`src/hdl/cpam_pkg.sv`:
```
// Shared types and constants for the cascaded PI attitude mixer.
`timescale 1ns / 1ps

package cpam_pkg;

  localparam int ANGLE_W = 16;
  localparam int GAIN_W  = 20;
  localparam int CORR_W  = 11;
  localparam int MOTOR_W = 12;
  localparam int BASE_W  = 11;

  typedef enum logic [3:0] {
    LS_IDLE,
    LS_AERR_DT,
    LS_AERR_KP,
    LS_AI_KI,
    LS_RDES,
    LS_RERR,
    LS_RERR_DT,
    LS_RERR_KP,
    LS_RI_KI,
    LS_CORR
  } lane_state_t;

  typedef enum logic [1:0] {
    T_IDLE,
    T_RUN,
    T_MERGE
  } top_state_t;

  typedef struct packed {
    logic busy;
    logic done;
  } lane_status_t;

endpackage

```
`src/hdl/cpam_mixer.sv`:
```
// Motor mixer: merges the three axis corrections with base throttle into a result register.
`timescale 1ns / 1ps

module cpam_mixer (
  input  logic                                clk,
  input  logic                                rst,
  input  logic                                mix_valid,
  output logic                                mix_ready,
  input  logic signed [cpam_pkg::CORR_W-1:0]  corr [3],
  input  logic        [cpam_pkg::BASE_W-1:0]  base,
  output logic                                out_valid,
  input  logic                                out_ready,
  output logic        [cpam_pkg::MOTOR_W-1:0] motor_one,
  output logic        [cpam_pkg::MOTOR_W-1:0] motor_two,
  output logic        [cpam_pkg::MOTOR_W-1:0] motor_three,
  output logic        [cpam_pkg::MOTOR_W-1:0] motor_four
);

  logic signed [12:0] base_x;
  logic signed [12:0] sum_one, sum_two, sum_three, sum_four;

  function automatic logic [11:0] motor_clamp(input logic signed [12:0] v);
    logic [11:0] r;
    if (v[12]) begin
      r = '0;
    end else begin
      r = v[11:0];
    end
    return r;
  endfunction

  assign mix_ready = !out_valid || out_ready;

  always_comb begin
    base_x    = $signed({2'b00, base});
    sum_one   = base_x + 13'(corr[1]) + 13'(corr[2]);
    sum_two   = base_x + 13'(corr[0]) - 13'(corr[2]);
    sum_three = base_x - 13'(corr[1]) + 13'(corr[2]);
    sum_four  = base_x - 13'(corr[0]) - 13'(corr[2]);
  end

  always_ff @(posedge clk) begin
    if (rst) begin
      out_valid <= 1'b0;
    end else if (mix_valid && mix_ready) begin
      out_valid <= 1'b1;
    end else if (out_ready) begin
      out_valid <= 1'b0;
    end
  end

  always_ff @(posedge clk) begin
    if (mix_valid && mix_ready) begin
      motor_one   <= motor_clamp(sum_one);
      motor_two   <= motor_clamp(sum_two);
      motor_three <= motor_clamp(sum_three);
      motor_four  <= motor_clamp(sum_four);
    end
  end

endmodule

```
`config.mk`:
```
export PLATFORM = sky130hd
export DESIGN_NAME = cpam_mixer
export DESIGN_NICKNAME = d
export VERILOG_FILES = /design/src/hdl/cpam_pkg.sv /design/src/hdl/cpam_mixer.sv
export SDC_FILE = /design/constraint.sdc
export NUM_CORES = 1
export LEC_CHECK = 0
export ABC_AREA = 1
export BUFFER_PORTS_ARGS = -buffer_cell sky130_fd_sc_hd__buf_4
export CORE_ASPECT_RATIO = 1.75
export CORE_UTILIZATION = 25
export CTS_BUF_LIST = sky130_fd_sc_hd__clkbuf_4 sky130_fd_sc_hd__clkbuf_8
export DETAILED_ROUTE_END_ITERATION = 8
export SLEW_MARGIN = 5
export SYNTH_ARGS = -nofsm -noshare
export SYNTH_HDL_FRONTEND = slang
export SYNTH_SLANG_ARGS = --single-unit
```
`constraint.sdc`:
```
create_clock -name clk -period 4 [get_ports clk]
set_input_delay 0.8 -clock clk [delete_from_list [all_inputs] [get_ports clk]]
set_output_delay 0.8 -clock clk [all_outputs]
set_load 0.05 [all_outputs]
```
### Word-level counts from Yosys, hierarchy flattened

Index checks and enable logic that the tools add are counted.

* bits in registers: 49
* word-level logic and storage cells: 19

* add/subtract/negate cells: 8
* mux-type cells: 2
* reduce and logical (&&, ||, !) cells: 4

Operators by type and width (number)
* 12-bit by 11-bit adder with 13-bit output: 2
* 13-bit by 11-bit adder with 13-bit output: 2
* 12-bit by 11-bit subtractor with 13-bit output: 2
* 13-bit by 11-bit subtractor with 13-bit output: 2
* 1-bit 2-to-1 mux: 2
* 2-bit nonzero test: 1
* 1-bit logical AND: 1
* 1-bit zero test: 1
* 1-bit logical OR: 1

### Depth between registers and ports, before layout

* word-level depth: 4
* gate-level depth with buffers: 15
* gate-level depth less buffers: 15

### Worst setup path before layout

No wires, ideal clock.

* path kind: input to register
* start: input mix_valid
* end: register motor_four[0] (netlist bit), enable pin
* setup time: 469 ps
* data arrival time: 3185 ps
* slack: 346 ps
* stages: 2
* cell sequence: inv_1 a21oi_1

* longest elaborated chain between the ends: 1

RTL lines
* start: declaration: RTL line cpam_mixer.sv:7 `input logic mix_valid,`
* 1-bit logical AND: RTL line cpam_mixer.sv:53 `if (mix_valid && mix_ready) begin`
* end signal: assignment: RTL line cpam_mixer.sv:57 `motor_four <= motor_clamp(sum_four);`
* end: declaration: RTL line cpam_mixer.sv:16 `output logic [cpam_pkg::MOTOR_W-1:0] motor_four`

No other way between the ends.
A chain may end at the register's enable or synchronous reset.

### Worst setup path in the final report

* start: input corr[10] (netlist bit)
* end: register motor_one[6] (netlist bit) (data pin)

* longest elaborated chain between the ends: 1

RTL lines
* start: declaration: RTL line cpam_mixer.sv:9 `input logic signed [cpam_pkg::CORR_W-1:0] corr [3],`
* 13-bit by 11-bit adder with 13-bit output: RTL line cpam_mixer.sv:36 `sum_one = base_x + 13'(corr[1]) + 13'(corr[2]);`
* end signal: assignment: RTL line cpam_mixer.sv:54 `motor_one <= motor_clamp(sum_one);`
* end: declaration: RTL line cpam_mixer.sv:13 `output logic [cpam_pkg::MOTOR_W-1:0] motor_one,`

No other way between the ends.

==> metrics.md <==
| Metric | Value |
|---|---|
| Outcome | completed |
| Cell family with most CP delay | adder cells |
| Congestion Overflow GR | 0 |
| GRT Util Overall | 0.138 |
| Logic gate share of total power | 0.620 |
| Drt pass-1 iters | 7 |
| Final worst-path cycle share | 0.746 |
| Cell Int Power | 1.39 mW |
| Final estimated routing congestion in global placement | 0.916 |
| Finished Core Util | 0.305 |
| Initial DRC count | 153 |
| Drt via density | 4.16 |
| R2R cell count | 2 |
| Setup Viol. Count Final | 0 |
| Power per cell area | 379 nW/um^2 |
| Min-delay worst type | reg -> reg |
| Sw Share | 0.501 |
| Chip Height | 210 um |
| Total Power | 2.78 mW |
| Worst-path clk slew | 110 ps |
| Reg2Reg Setup Slack | 2570 ps |
| Die Wd | 121 um |
| Row count | 75 |
| DP Worst Slack | 632 ps |
| Actual slew at the worst max-slew pin | 652 ps |
| Fmax achieved | 335 MHz |
| Required @ worst endpoint | 4080 ps |
| Worst path max stage delay | 590 ps |
| Clock Tree Root | clkbuf_8 |
| Worst EP arrival | 3070 ps |
| Clock insertion delay at the later pin of the skew report | 340 ps |
| Hold path depth | 2 |
| CP endpoint kind | flip-flop |
| P_sw | 1.39 mW |
| Most used cell, CP | nand2_1 |
| CTS max path bufs | 2 |
| Vias in the first global route | 5362 |
| Layout cells sized above 1 | 0.122 |
| Synth Register Bits | 49 |
| Initial antenna violation count | 1 |
| Fin. Hold Viols | 0 |
| Detailed Place HPWL | 14.7 mm |
| LEAKAGE | 4.28 nW |
| Final WL | 16.6 mm |
| WL/cell | 13.0 um |
| Clk pwr share | 0.120 |
| Critical path launch point type | input pin |
| CP cell instances | buf_4 -> inv_1 -> fa_1 -> inv_1 -> ha_1 -> nand2_1 -> nor2_1 -> nand3_1 -> nand3_1 -> nand2_1 -> nand2_1 -> nor2_1 |
| Flop pwr share | 0.260 |
| Hold_buf cts | 0 |
| Average size of a mapped cell | 7.07 um^2 |
| Total number of vias | 5334 |
| Buffers plus inverters on the worst setup path | 3 |
| FF-to-FF End | motor_four[10]$_SDFFCE_PP0P_ |
| Hold Startpoint | out_valid$_SDFFE_PP0P_ |
| Slowest CP cell | fa_1 |
| Die Footprint | 25300 um^2 |
| Hold path endpoint | out_valid$_SDFFE_PP0P_ |
| Tmin final | 2990 ps |
| TritonCTS Sinks | 49 |
| Largest net degree at the start of global routing | 49 |
| Core Box Area | 24000 um^2 |
| Post-Route Setup TNS | 0 ps |
| Mapped Cells | 870 |
| CTS Buf Count | 5 |
| Detailed-route DRC error count | 0 |
| Cell Area, Synth | 6150 um^2 |
| # resized after CTS | 0 |
| VDD IR-drop max | 0.151 mV |
| Worst Skew | 10.4 ps |
| Net Count, Synth | 1024 |
| CP max FO | 12 |
| TritonCTS clock tree | done |
| Setup ws final | 1010 ps |
| Post-synthesis cell type count | 18 |
| H-tree levels | 2 |
| Worst rel slew slack | 0.565 |
| Sequential cell area fraction in the yosys report | 0.237 |
| Setup repair bufs after CTS | 0 |
| PortBufs | 97 |
| Pins Over Slew Limit | 0 |
| Area Overhead vs Synth | 19.3% |
| Antenna viol nets, final | 0 |
| Reg2Reg Launch Point | out_valid$_SDFFE_PP0P_ |
| RSZ-0062 raised after global routing | false |
| # nets final | 1125 |
| Setup CP Type | in -> reg |
| Top Ports | 98 |
| Starting density of the core | 0.256 |
| Global-route wire length before repair | 26.2 mm |
| Ys Warns | 0 |
| Max-cap check violation count | 0 |
==> sequential cells by signal, indices dropped and copies added, names as in the netlist <==
name and cells:
out_valid 1, motor_four 12, motor_one 12, motor_three 12
motor_two 12
==> area by class of cell <==
class,instances,area (um^2)
diodes,1,2.50
clock buffers,5,68.8
clock inverters,3,26.3
fillers,2717,16700
inverters,270,1010
multi-input cells,547,3640
flip-flops and latches,49,1460
well taps,308,385
repair buffers,98,736
==> worst max path at each step <==
stage / start / slack [ps] / to / cells after the start
CTS: corr[10] / 1010 / motor_one[6]$_SDFFCE_PP0P_ / 12
finish: corr[10] / 1010 / motor_one[6]$_SDFFCE_PP0P_ / 12
detailed placement: corr[10] / 630 / motor_one[6]$_SDFFCE_PP0P_ / 12
floorplan: mix_valid / 350 / motor_four[0]$_SDFFCE_PP0P_ / 2
global placement: corr[10] / 700 / motor_one[11]$_SDFFCE_PP0P_ / 12
global route: corr[10] / 750 / motor_one[10]$_SDFFCE_PP0P_ / 12
==> power by group through the flow <==
stage	Clock [mW]	Combinational [mW]	Sequential, mW
6_report	0.332	1.72	0.724
3_3_place_gp	0	1.73	0.739
2_1_floorplan	0	0.956	1.04
3_5_place_dp	0	1.74	0.739
4_1_cts	0.350	1.75	0.727
5_1_grt	0.358	1.94	0.732
==> worst min-delay path, cell delays in order, from the launching register on <==
cell and delay (ps):
dfxtp_1 360, nand2_1 100, a21oi_1 60
==> cell usage after synthesis, drive strengths merged <==
cell / instances / share of area
inv: 270 / 0.16
or2: 2 / 0.0020
dfxtp: 1 / 0.0033
nand4: 18 / 0.018
nor2: 76 / 0.047
xor2: 19 / 0.027
a21oi: 18 / 0.015
xnor2: 3 / 0.0043
edfxtp: 48 / 0.23
fa: 49 / 0.16
ha: 57 / 0.12
nand2: 250 / 0.15
buf: 4 / 0.0073
nand3: 55 / 0.048
==> metal layers <==
layer	share of wire	track usage	vias to the layer above
met3	0.027	0.0103	31
met4	0.042	0.0728	0
met2	0.57	0.276	108
met1	0.36	0.137	2468
met5	0	0	-
li1	-	-	2727
==> cells in the final DEF (no fill, tap or decap) <==
master      instances
dfxtp_1             1
inv_8               1
xnor2_1             3
diode_2             1
nand2_1           247
inv_1             269
nand3_2             4
or2_2               2
fa_1               49
ha_1               57
a21oi_1            17
a21oi_4             1
clkbuf_8            5
nor2_1             74
nand3_1            51
edfxtp_1           48
inv_2               1
clkinvlp_4          2
nand4_1            18
nor2_2              2
buf_4              98
xor2_1             19
nand2_2             3
==> metrics by stage <==
stage               instances  hold slack, ps  instance area, um^2
global placement         1272             522                 7240
detailed placement       1272             537                 7240
global route             1281             575                 7340
floorplan                 870             869                 6150
finish                   1281             545                 7340
CTS                      1280             553                 7340
==> kinds of logic after synthesis <==
kind of cell	after synthesis	share of synthesized area
and+or+nand+nor	401	0.269
DFF	49	0.237
xor gates and xnor gates	22	0.0313
buffers and inverters	274	0.172
AOI/OAI and AO/OA	18	0.0146
adders and majority gates	106	0.275
(Power assumes the default switching activity.)
