File: config.mk
export PLATFORM = sky130hd
export DESIGN_NAME = cpam_lane
export DESIGN_NICKNAME = d
export VERILOG_FILES = /design/src/hdl/cpam_pkg.sv /design/src/hdl/cpam_lane.sv
export SDC_FILE = /design/constraint.sdc
export NUM_CORES = 2
export LEC_CHECK = 0
export BUFFER_PORTS_ARGS = -buffer_cell sky130_fd_sc_hd__buf_2
export CAP_MARGIN = 0
export CORE_MARGIN = 8
export CORE_UTILIZATION = 45
export CTS_BUF_LIST = sky130_fd_sc_hd__clkbuf_8
export DETAILED_ROUTE_END_ITERATION = 10
export PLACE_DENSITY = 0.58
export SKIP_CTS_REPAIR_TIMING = 1
export SYNTH_ARGS = -nofsm -noshare
export SYNTH_HDL_FRONTEND = slang
export SYNTH_SLANG_ARGS = --single-unit
export TNS_END_PERCENT = 100
File: constraint.sdc
create_clock -name clk -period 11.98 [get_ports clk]
set_clock_uncertainty 0.15 [all_clocks]
set_input_delay 0.599 -clock clk [delete_from_list [all_inputs] [get_ports clk]]
set_output_delay 0.599 -clock clk [all_outputs]
set_load 0.005 [all_outputs]
File: src/hdl/cpam_pkg.sv
// Shared types and constants for the cascaded PI attitude mixer.
`timescale 1ns / 1ps

package cpam_pkg;

  localparam int ANGLE_W = 16;
  localparam int GAIN_W  = 20;
  localparam int CORR_W  = 11;
  localparam int MOTOR_W = 12;
  localparam int BASE_W  = 11;

  typedef enum logic [3:0] {
    LS_IDLE,
    LS_AERR_DT,
    LS_AERR_KP,
    LS_AI_KI,
    LS_RDES,
    LS_RERR,
    LS_RERR_DT,
    LS_RERR_KP,
    LS_RI_KI,
    LS_CORR
  } lane_state_t;

  typedef enum logic [1:0] {
    T_IDLE,
    T_RUN,
    T_MERGE
  } top_state_t;

  typedef struct packed {
    logic busy;
    logic done;
  } lane_status_t;

endpackage

File: src/hdl/cpam_lane.sv
// One axis lane: outer and inner PI loops sharing a single registered multiplier.
`timescale 1ns / 1ps

module cpam_lane #(
  parameter int MAX_ANGLE_INTEGRAL = 30,
  parameter int MAX_RATE_INTEGRAL  = 20,
  parameter int MAX_DESIRED_RATE   = 20,
  parameter int MAX_CORRECTION     = 200
) (
  input  logic                                 clk,
  input  logic                                 rst,
  input  logic                                 start,
  input  logic signed [cpam_pkg::ANGLE_W-1:0]  angle,
  input  logic signed [cpam_pkg::ANGLE_W-1:0]  rate,
  input  logic        [15:0]                   dt,
  input  logic signed [cpam_pkg::ANGLE_W-1:0]  target,
  input  logic signed [cpam_pkg::GAIN_W-1:0]   kpo,
  input  logic signed [cpam_pkg::GAIN_W-1:0]   kio,
  input  logic signed [cpam_pkg::GAIN_W-1:0]   kpi,
  input  logic signed [cpam_pkg::GAIN_W-1:0]   kii,
  output logic signed [cpam_pkg::CORR_W-1:0]   corr,
  output cpam_pkg::lane_status_t               status
);

  localparam logic signed [27:0] AI_LIM   = 28'(MAX_ANGLE_INTEGRAL) <<< 16;
  localparam logic signed [28:0] RI_LIM   = 29'(MAX_RATE_INTEGRAL) <<< 16;
  localparam logic signed [47:0] RDES_LIM = 48'(MAX_DESIRED_RATE) <<< 33;
  localparam logic signed [47:0] CORR_LIM = 48'(MAX_CORRECTION) <<< 33;

  cpam_pkg::lane_state_t state, state_next;

  logic signed [16:0] aerr;
  logic signed [15:0] rate_q;
  logic        [15:0] dt_q;
  logic signed [23:0] angle_int;
  logic signed [23:0] rate_int;
  logic signed [25:0] rdes;
  logic signed [26:0] rerr;
  logic signed [47:0] acc;
  logic signed [46:0] prod;

  logic signed [26:0] mul_a;
  logic signed [19:0] mul_b;

  logic signed [27:0] ai_sum, ai_sat;
  logic signed [28:0] ri_sum, ri_sat;
  logic signed [47:0] rsum, rsat;
  logic signed [47:0] csum, csat, cmag;
  logic signed [10:0] corr_pos, corr_val;

  always_ff @(posedge clk) begin
    if (rst) begin
      state <= cpam_pkg::LS_IDLE;
    end else begin
      state <= state_next;
    end
  end

  always_comb begin
    state_next  = state;
    status.busy = (state != cpam_pkg::LS_IDLE);
    status.done = (state == cpam_pkg::LS_CORR);
    case (state)
      cpam_pkg::LS_IDLE:    if (start) state_next = cpam_pkg::LS_AERR_DT;
      cpam_pkg::LS_AERR_DT: state_next = cpam_pkg::LS_AERR_KP;
      cpam_pkg::LS_AERR_KP: state_next = cpam_pkg::LS_AI_KI;
      cpam_pkg::LS_AI_KI:   state_next = cpam_pkg::LS_RDES;
      cpam_pkg::LS_RDES:    state_next = cpam_pkg::LS_RERR;
      cpam_pkg::LS_RERR:    state_next = cpam_pkg::LS_RERR_DT;
      cpam_pkg::LS_RERR_DT: state_next = cpam_pkg::LS_RERR_KP;
      cpam_pkg::LS_RERR_KP: state_next = cpam_pkg::LS_RI_KI;
      cpam_pkg::LS_RI_KI:   state_next = cpam_pkg::LS_CORR;
      cpam_pkg::LS_CORR:    state_next = cpam_pkg::LS_IDLE;
      default:              state_next = cpam_pkg::LS_IDLE;
    endcase
  end

  always_comb begin
    case (state)
      cpam_pkg::LS_AERR_DT: begin
        mul_a = 27'(aerr);
        mul_b = $signed({4'b0000, dt_q});
      end
      cpam_pkg::LS_AERR_KP: begin
        mul_a = 27'(aerr);
        mul_b = kpo;
      end
      cpam_pkg::LS_AI_KI: begin
        mul_a = 27'(angle_int);
        mul_b = kio;
      end
      cpam_pkg::LS_RERR_DT: begin
        mul_a = rerr;
        mul_b = $signed({4'b0000, dt_q});
      end
      cpam_pkg::LS_RERR_KP: begin
        mul_a = rerr;
        mul_b = kpi;
      end
      cpam_pkg::LS_RI_KI: begin
        mul_a = 27'(rate_int);
        mul_b = kii;
      end
      default: begin
        mul_a = '0;
        mul_b = '0;
      end
    endcase
  end

  always_comb begin
    ai_sum = 28'(angle_int) + 28'(prod >>> 6);
    if (ai_sum > AI_LIM) begin
      ai_sat = AI_LIM;
    end else if (ai_sum < -AI_LIM) begin
      ai_sat = -AI_LIM;
    end else begin
      ai_sat = ai_sum;
    end

    ri_sum = 29'(rate_int) + 29'(prod >>> 16);
    if (ri_sum > RI_LIM) begin
      ri_sat = RI_LIM;
    end else if (ri_sum < -RI_LIM) begin
      ri_sat = -RI_LIM;
    end else begin
      ri_sat = ri_sum;
    end

    rsum = acc + 48'(prod);
    if (rsum > RDES_LIM) begin
      rsat = RDES_LIM;
    end else if (rsum < -RDES_LIM) begin
      rsat = -RDES_LIM;
    end else begin
      rsat = rsum;
    end

    csum = acc + 48'(prod);
    if (csum > CORR_LIM) begin
      csat = CORR_LIM;
    end else if (csum < -CORR_LIM) begin
      csat = -CORR_LIM;
    end else begin
      csat = csum;
    end
    cmag     = csat[47] ? -csat : csat;
    corr_pos = $signed(cmag[43:33]);
    corr_val = csat[47] ? -corr_pos : corr_pos;
  end

  always_ff @(posedge clk) begin
    prod <= 47'(mul_a) * 47'(mul_b);
    case (state)
      cpam_pkg::LS_IDLE: begin
        if (start) begin
          aerr   <= 17'(target) - 17'(angle);
          rate_q <= rate;
          dt_q   <= dt;
        end
      end
      cpam_pkg::LS_AI_KI: acc  <= 48'(prod) <<< 10;
      cpam_pkg::LS_RDES:  rdes <= rsat[42:17];
      cpam_pkg::LS_RERR:  rerr <= 27'(rdes) - (27'(rate_q) <<< 10);
      cpam_pkg::LS_RI_KI: acc  <= 48'(prod);
      cpam_pkg::LS_CORR:  corr <= corr_val;
      default: ;
    endcase
  end

  always_ff @(posedge clk) begin
    if (rst) begin
      angle_int <= '0;
      rate_int  <= '0;
    end else begin
      if (state == cpam_pkg::LS_AERR_KP) begin
        angle_int <= ai_sat[23:0];
      end
      if (state == cpam_pkg::LS_RERR_KP) begin
        rate_int <= ri_sat[23:0];
      end
    end
  end

endmodule

# Word-level counts from Yosys, hierarchy flattened
# Index checks and enable logic that the tools add are counted.
word_totals:
  word_cells: 60
  inputBits: 147
  out_inout_bits: 13
  regBits: 260
op_classes:
  n_reduce_logical: 8
  multipliers: 1
  muxes: 14
  magnitude_cmp: 8
  addsub: 7
  n_eq_ne: 10
op_table:
  columns: ["cell", "count"]
  rows:
  - ["$pmux W27 S4", 1]
  - ["$pmux W20 S5", 1]
  - ["$mux W24", 4]
  - ["$mux W48", 2]
  - ["$pmux W48 S2", 1]
  - ["$add A48 B47 Y48", 1]
  - ["$gt A48 B39 Y1 const B", 1]
  - ["$gt A48 B42 Y1 const B", 1]
  - ["$lt A48 B39 Y1 const B", 1]
  - ["$lt A48 B42 Y1 const B", 1]
  - ["$mul A27 B20 Y47", 1]
  - ["$mux W44", 1]
  - ["$neg A44 Y44", 1]
  - ["$mux W43", 1]
  - ["$pmux W4 S9", 1]
  - ["$add A24 B29 Y29", 1]
  - ["$gt A29 B22 Y1 const B", 1]
  - ["$lt A29 B22 Y1 const B", 1]
  - ["$add A24 B28 Y28", 1]
  - ["$gt A28 B22 Y1 const B", 1]
  - ["$lt A28 B22 Y1 const B", 1]
  - ["$sub A26 B26 Y27", 1]
  - ["$sub A16 B16 Y17", 1]
  - ["$eq A4 B3 Y1 const B", 4]
  - ["other kinds (12)", 17]

# Longest topological paths before layout
depth:
  ltp_word: 8
  depth_mapped: 38
  mapped_depth_nobuf: 34

# Worst setup path after synthesis
# No wires, ideal clock.
synth_timing:
  kind: "flip-flop to flip-flop"
  from: "register state[1]"
  to: "register prod[44]"
  arrival_time_ps: 8437
  t_required_ps: 11707
  path_buffers: 4
  setup_time_ps: 123
  path_slack_ps: 3270
  stages_incl_launch_ff: 35
  path_cell_list: "dfxtp_1 > clkbuf_1 > nor2_1 > nand2_1 > nor2_1 > clkbuf_1 > clkbuf_1 > nand2_1 > nand3_1 > clkbuf_1 > nand2_1 > fa_1 > inv_1 > fa_1 > inv_1 > fa_1 > inv_1 > fa_1 > fa_1 > fa_1 > fa_1 > ha_1 > a21o_1 > a21oi_1 > inv_1 > a2111oi_0 > and2_1 > o21ai_0 > o21ai_0 > o211ai_1 > o21bai_1 > a21boi_0 > nor4_1 > a21oi_1 > xor2_1"
synth_via:
  elab_chain_len: 4
  word_cells_on_any_way: 12
  cone_classes: "mul (1); eq/ne (6); mux (2); reduce/logical (3)"
synth_rtl:
  columns: ["element", "line", "rtl"]
  rows:
  - ["start: declaration", "cpam_lane.sv:30", "cpam_pkg::lane_state_t state, state_next;"]
  - ["start signal: assignment", "cpam_lane.sv:53", "state <= cpam_pkg::LS_IDLE;"]
  - ["start signal: assignment", "cpam_lane.sv:55", "state <= state_next;"]
  - ["$eq A4 B3 Y1 (tied with other cells)", "cpam_lane.sv:79", "case (state)"]
  - ["$reduce_or A2 Y1 (no line)", null, null]
  - ["$pmux W20 S5 / $pmux W27 S4 (equally long branches)", "cpam_lane.sv:79", null]
  - ["$mul A27 B20 Y47 (*)", "cpam_lane.sv:153", "prod <= 47'(mul_a) * 47'(mul_b);"]
  - ["end signal: assignment", "cpam_lane.sv:153", null]
  - ["end: declaration", "cpam_lane.sv:40", "logic signed [46:0] prod;"]
# Every way passes the cells marked *; elsewhere a longest branch is shown, timed or not.
# A chain may end at the register's enable or synchronous reset.

# Worst setup path in the final report
layout_timing:
  from: "register state[0]"
  to: "register prod[44]"
# Same word-level chain as after synthesis.

==> impl_metrics.py <==
metrics = {
    "worst_setup_path": {
        "r2r_setup_slack_ns": 1.64,
        "crit_fanout": 22,
        "r2r-end": "prod[44]",
        "max_stage_delay_ns": 0.96,
        "reg2reg_depth": 29,
        "cp_common_cell": "fa_1",
        "startpoint": "state[0]",
        "r2r_start": "state[0]",
        "cp.required_ns": 12.34,
        "cpMaxStageDelayCell": "a221o_1",
        "cp.arrival_ns": 10.70,
        "crit_type": "reg2reg",
        "end_kind": "flop",
        "critPathLaunchType": "flop",
    },
    "grt": {
        "grt_start_max_net_pins": 61,
        "grt_antenna_before_repair": 2,
        "grt.total_usage": 0.257,
        "grt_pass1_wl_mm": 180,
        "grt_pass1_vias": 30000,
        "gr-total-overflow": 0,
    },
    "power_and_ir_drop": {
        "clkPwrFrac": 0.130,
        "ir_drop_mv": 0.107,
        "p_int_mw": 3.42,
        "combPwrFrac": 0.677,
        "switching_power_mw": 3.57,
        "p_seq_frac": 0.193,
        "total_power_mw": 6.98,
        "p_sw_frac": 0.511,
        "p_per_area_nw_per_um2": 173,
        "power.leakage_nw": 19.3,
    },
    "floorplanning": {
        "num_rows": 105,
        "core_region_area_um2": 81700,
        "start_util": 0.452,
        "pin_count": 160,
        "die_w_um": 302,
        "dieArea_um2": 91500,
        "die_h_um": 302,
    },
    "min_path": {
        "min_to": "dt_q[11]",
        "min_path_type": "in2reg",
        "hp-start": "dt[11]",
        "min_delay_path_depth": 1,
    },
    "sta": {
        "finalHoldViolCount": 0,
        "slew_violations": 0,
        "worst_pin_slew_ns": 1.28,
        "layout_setup_ws_ns": 1.64,
        "timing.final.crit_share": 0.863,
        "hold_ws_ns": 0.0761,
        "rsz0062_at_grt": "no",
        "fmax_mhz": 96.7,
        "setup-violations-final": 0,
        "slew_headroom": 0.148,
        "finalSetupTns_ns": 0,
        "period_minus_slack_ns": 10.34,
    },
    "clock_tree": {
        "clock_latency_ns": 0.63,
        "htree_levels": 2,
        "cts-root-buf": "clkbuf_8",
        "numClockSinks": 260,
        "cts_tree": "done",
        "clk_path_buf_depth": 3,
        "numCtsBuffers": 46,
        "clkTransAtPathRegs_ns": 0.08,
    },
    "flow_run": {
        "cap_violations": 0,
    },
    "placed_design": {
        "post-place-ws_ns": 1.47,
        "place.gp.congestion": 0.926,
        "place_area_um2": 39000,
        "port_buffers": 159,
        "dp.cells": 5294,
        "dp_hpwl_mm": 95.1,
    },
    "drt": {
        "vias_per_cell": 5.58,
        "drc_errors": 0,
        "wl_per_cell_um": 21.7,
        "routed_wl_mm": 117,
        "vias": 30200,
        "antenna_left": 0,
        "drtPass1Iterations": 8,
        "drt_iter0_markers": 2341,
    },
    "final_layout": {
        "area_growth_pct": 9.08,
        "layout.nets": 5258,
        "fin_area_um2": 40300,
        "final_util": 0.493,
        "fillCellCount": 7950,
        "final_cells": 5409,
        "final_common_cell": "inv_1",
        "layout_common_cells": "inv_1 (774), fa_1 (551), nand2_1 (480)",
        "final_layout_size_suffix_gt1_frac": 0.0904,
    },
    "synth": {
        "syn-cell-area_um2": 36900,
        "synth-seq-cells": 260,
        "synthCells": 4162,
        "ys_async_sr_fraction": 0,
        "ys_warn_count": 0,
        "syn_area_per_cell_um2": 8.87,
        "synth.distinct_cells": 91,
        "synth_edf_count": 161,
        "synthFlopType": "edfxtp_1",
        "syn_nets": 5117,
        "ys_seq_area_frac": 0.185,
    },
    "status": {
        "status": "completed",
    },
}
-- cells by family after synthesis --
kind of cell,after synthesis,synth area share
compound gates,675,0.128
xor+xnor,148,0.0351
fa+ha+maj,808,0.386
buf+inv,909,0.0928
flops,260,0.185
mux,46,0.0138
simple gates,1316,0.160
-- power groups by stage --
stage / Combinational, mW / Sequential [mW] / Clock (mW)
after CTS: 4.71 / 1.35 / 0.933
after global placement: 4.66 / 1.37 / 0
final: 4.73 / 1.35 / 0.909
after floorplan: 3.42 / 1.23 / 0
after global routing: 5.25 / 1.35 / 0.968
after detailed placement: 4.66 / 1.37 / 0
-- area by class of cell --
| cell class | count | area, µm² | share of cell area |
|---|---|---|---|
| Timing Repair Buffer | 242 | 1520 | 0.0378 |
| Clock buffer | 53 | 729 | 0.0181 |
| Antenna cell | 1 | 2.50 | 0.0000621 |
| Clock inverter | 30 | 235 | 0.00584 |
| Multi-Input combinational cell | 2993 | 26800 | 0.665 |
| Inverter | 760 | 2850 | 0.0708 |
| Tap cell | 1070 | 1340 | 0.0332 |
| Sequential cell | 260 | 6820 | 0.169 |
-- registers in the layout, indices dropped and copies added, names as in the netlist --
register,cells
corr,11
rerr,27
rdes,26
acc,48
prod,47
state,4
dt_q,16
angle_int,24
rate_int,24
aerr,17
rate_q,16
-- Yosys cell counts, types with 21 or more instances --
library cell  count  area share
a21o_1           49       0.010
o21ai_0         119       0.016
nor3_1           48      0.0065
nor2_1          470       0.048
nand2b_1         32      0.0054
a21boi_0         27      0.0055
clkbuf_1        139       0.014
or2_2            22      0.0037
xor2_1           47       0.011
and4_1           26      0.0062
edfxtp_1        161        0.13
mux2_2           38       0.012
nand4_1          48      0.0081
ha_1            257       0.087
nand3_1          49      0.0066
fa_1            551        0.30
a211oi_1         21      0.0043
a21oi_1         151       0.020
inv_1           758       0.077
a22o_1           26      0.0062
nand2_1         480       0.049
and2_1           40      0.0068
o21a_1           43      0.0087
xnor2_1         101       0.024
dfxtp_1          99       0.054
-- worst max-delay path, delay by kind of cell, from the launching register on --
kind	cells	cell delay, ns
adder cells (fa/ha/maj)	8	3.94
AO/OA/AOI/OAI	9	2.89
XOR/XNOR	1	0.14
buffers and inverters	4	0.72
AND/OR/NAND/NOR	7	1.68
flip-flops	1	0.67
-- worst max-delay path by stage --
stage / end / slack [ns] / cells after the start
after floorplan: prod[44] / 3.27 / 34
after global placement: prod[44] / 1.72 / 28
after detailed placement: prod[45] / 1.47 / 26
after CTS: prod[44] / 1.42 / 28
after global routing: prod[44] / 1.02 / 32
final: prod[44] / 1.64 / 29
-- metal layers --
layer	part of all wire	global-route usage	wire [µm]
met3	0.075	0.0376	8800
met2	0.44	0.401	51700
met1	0.45	0.369	52600
met5	0	0	0
met4	0.036	0.0818	4190
(Power assumes the default switching activity.)
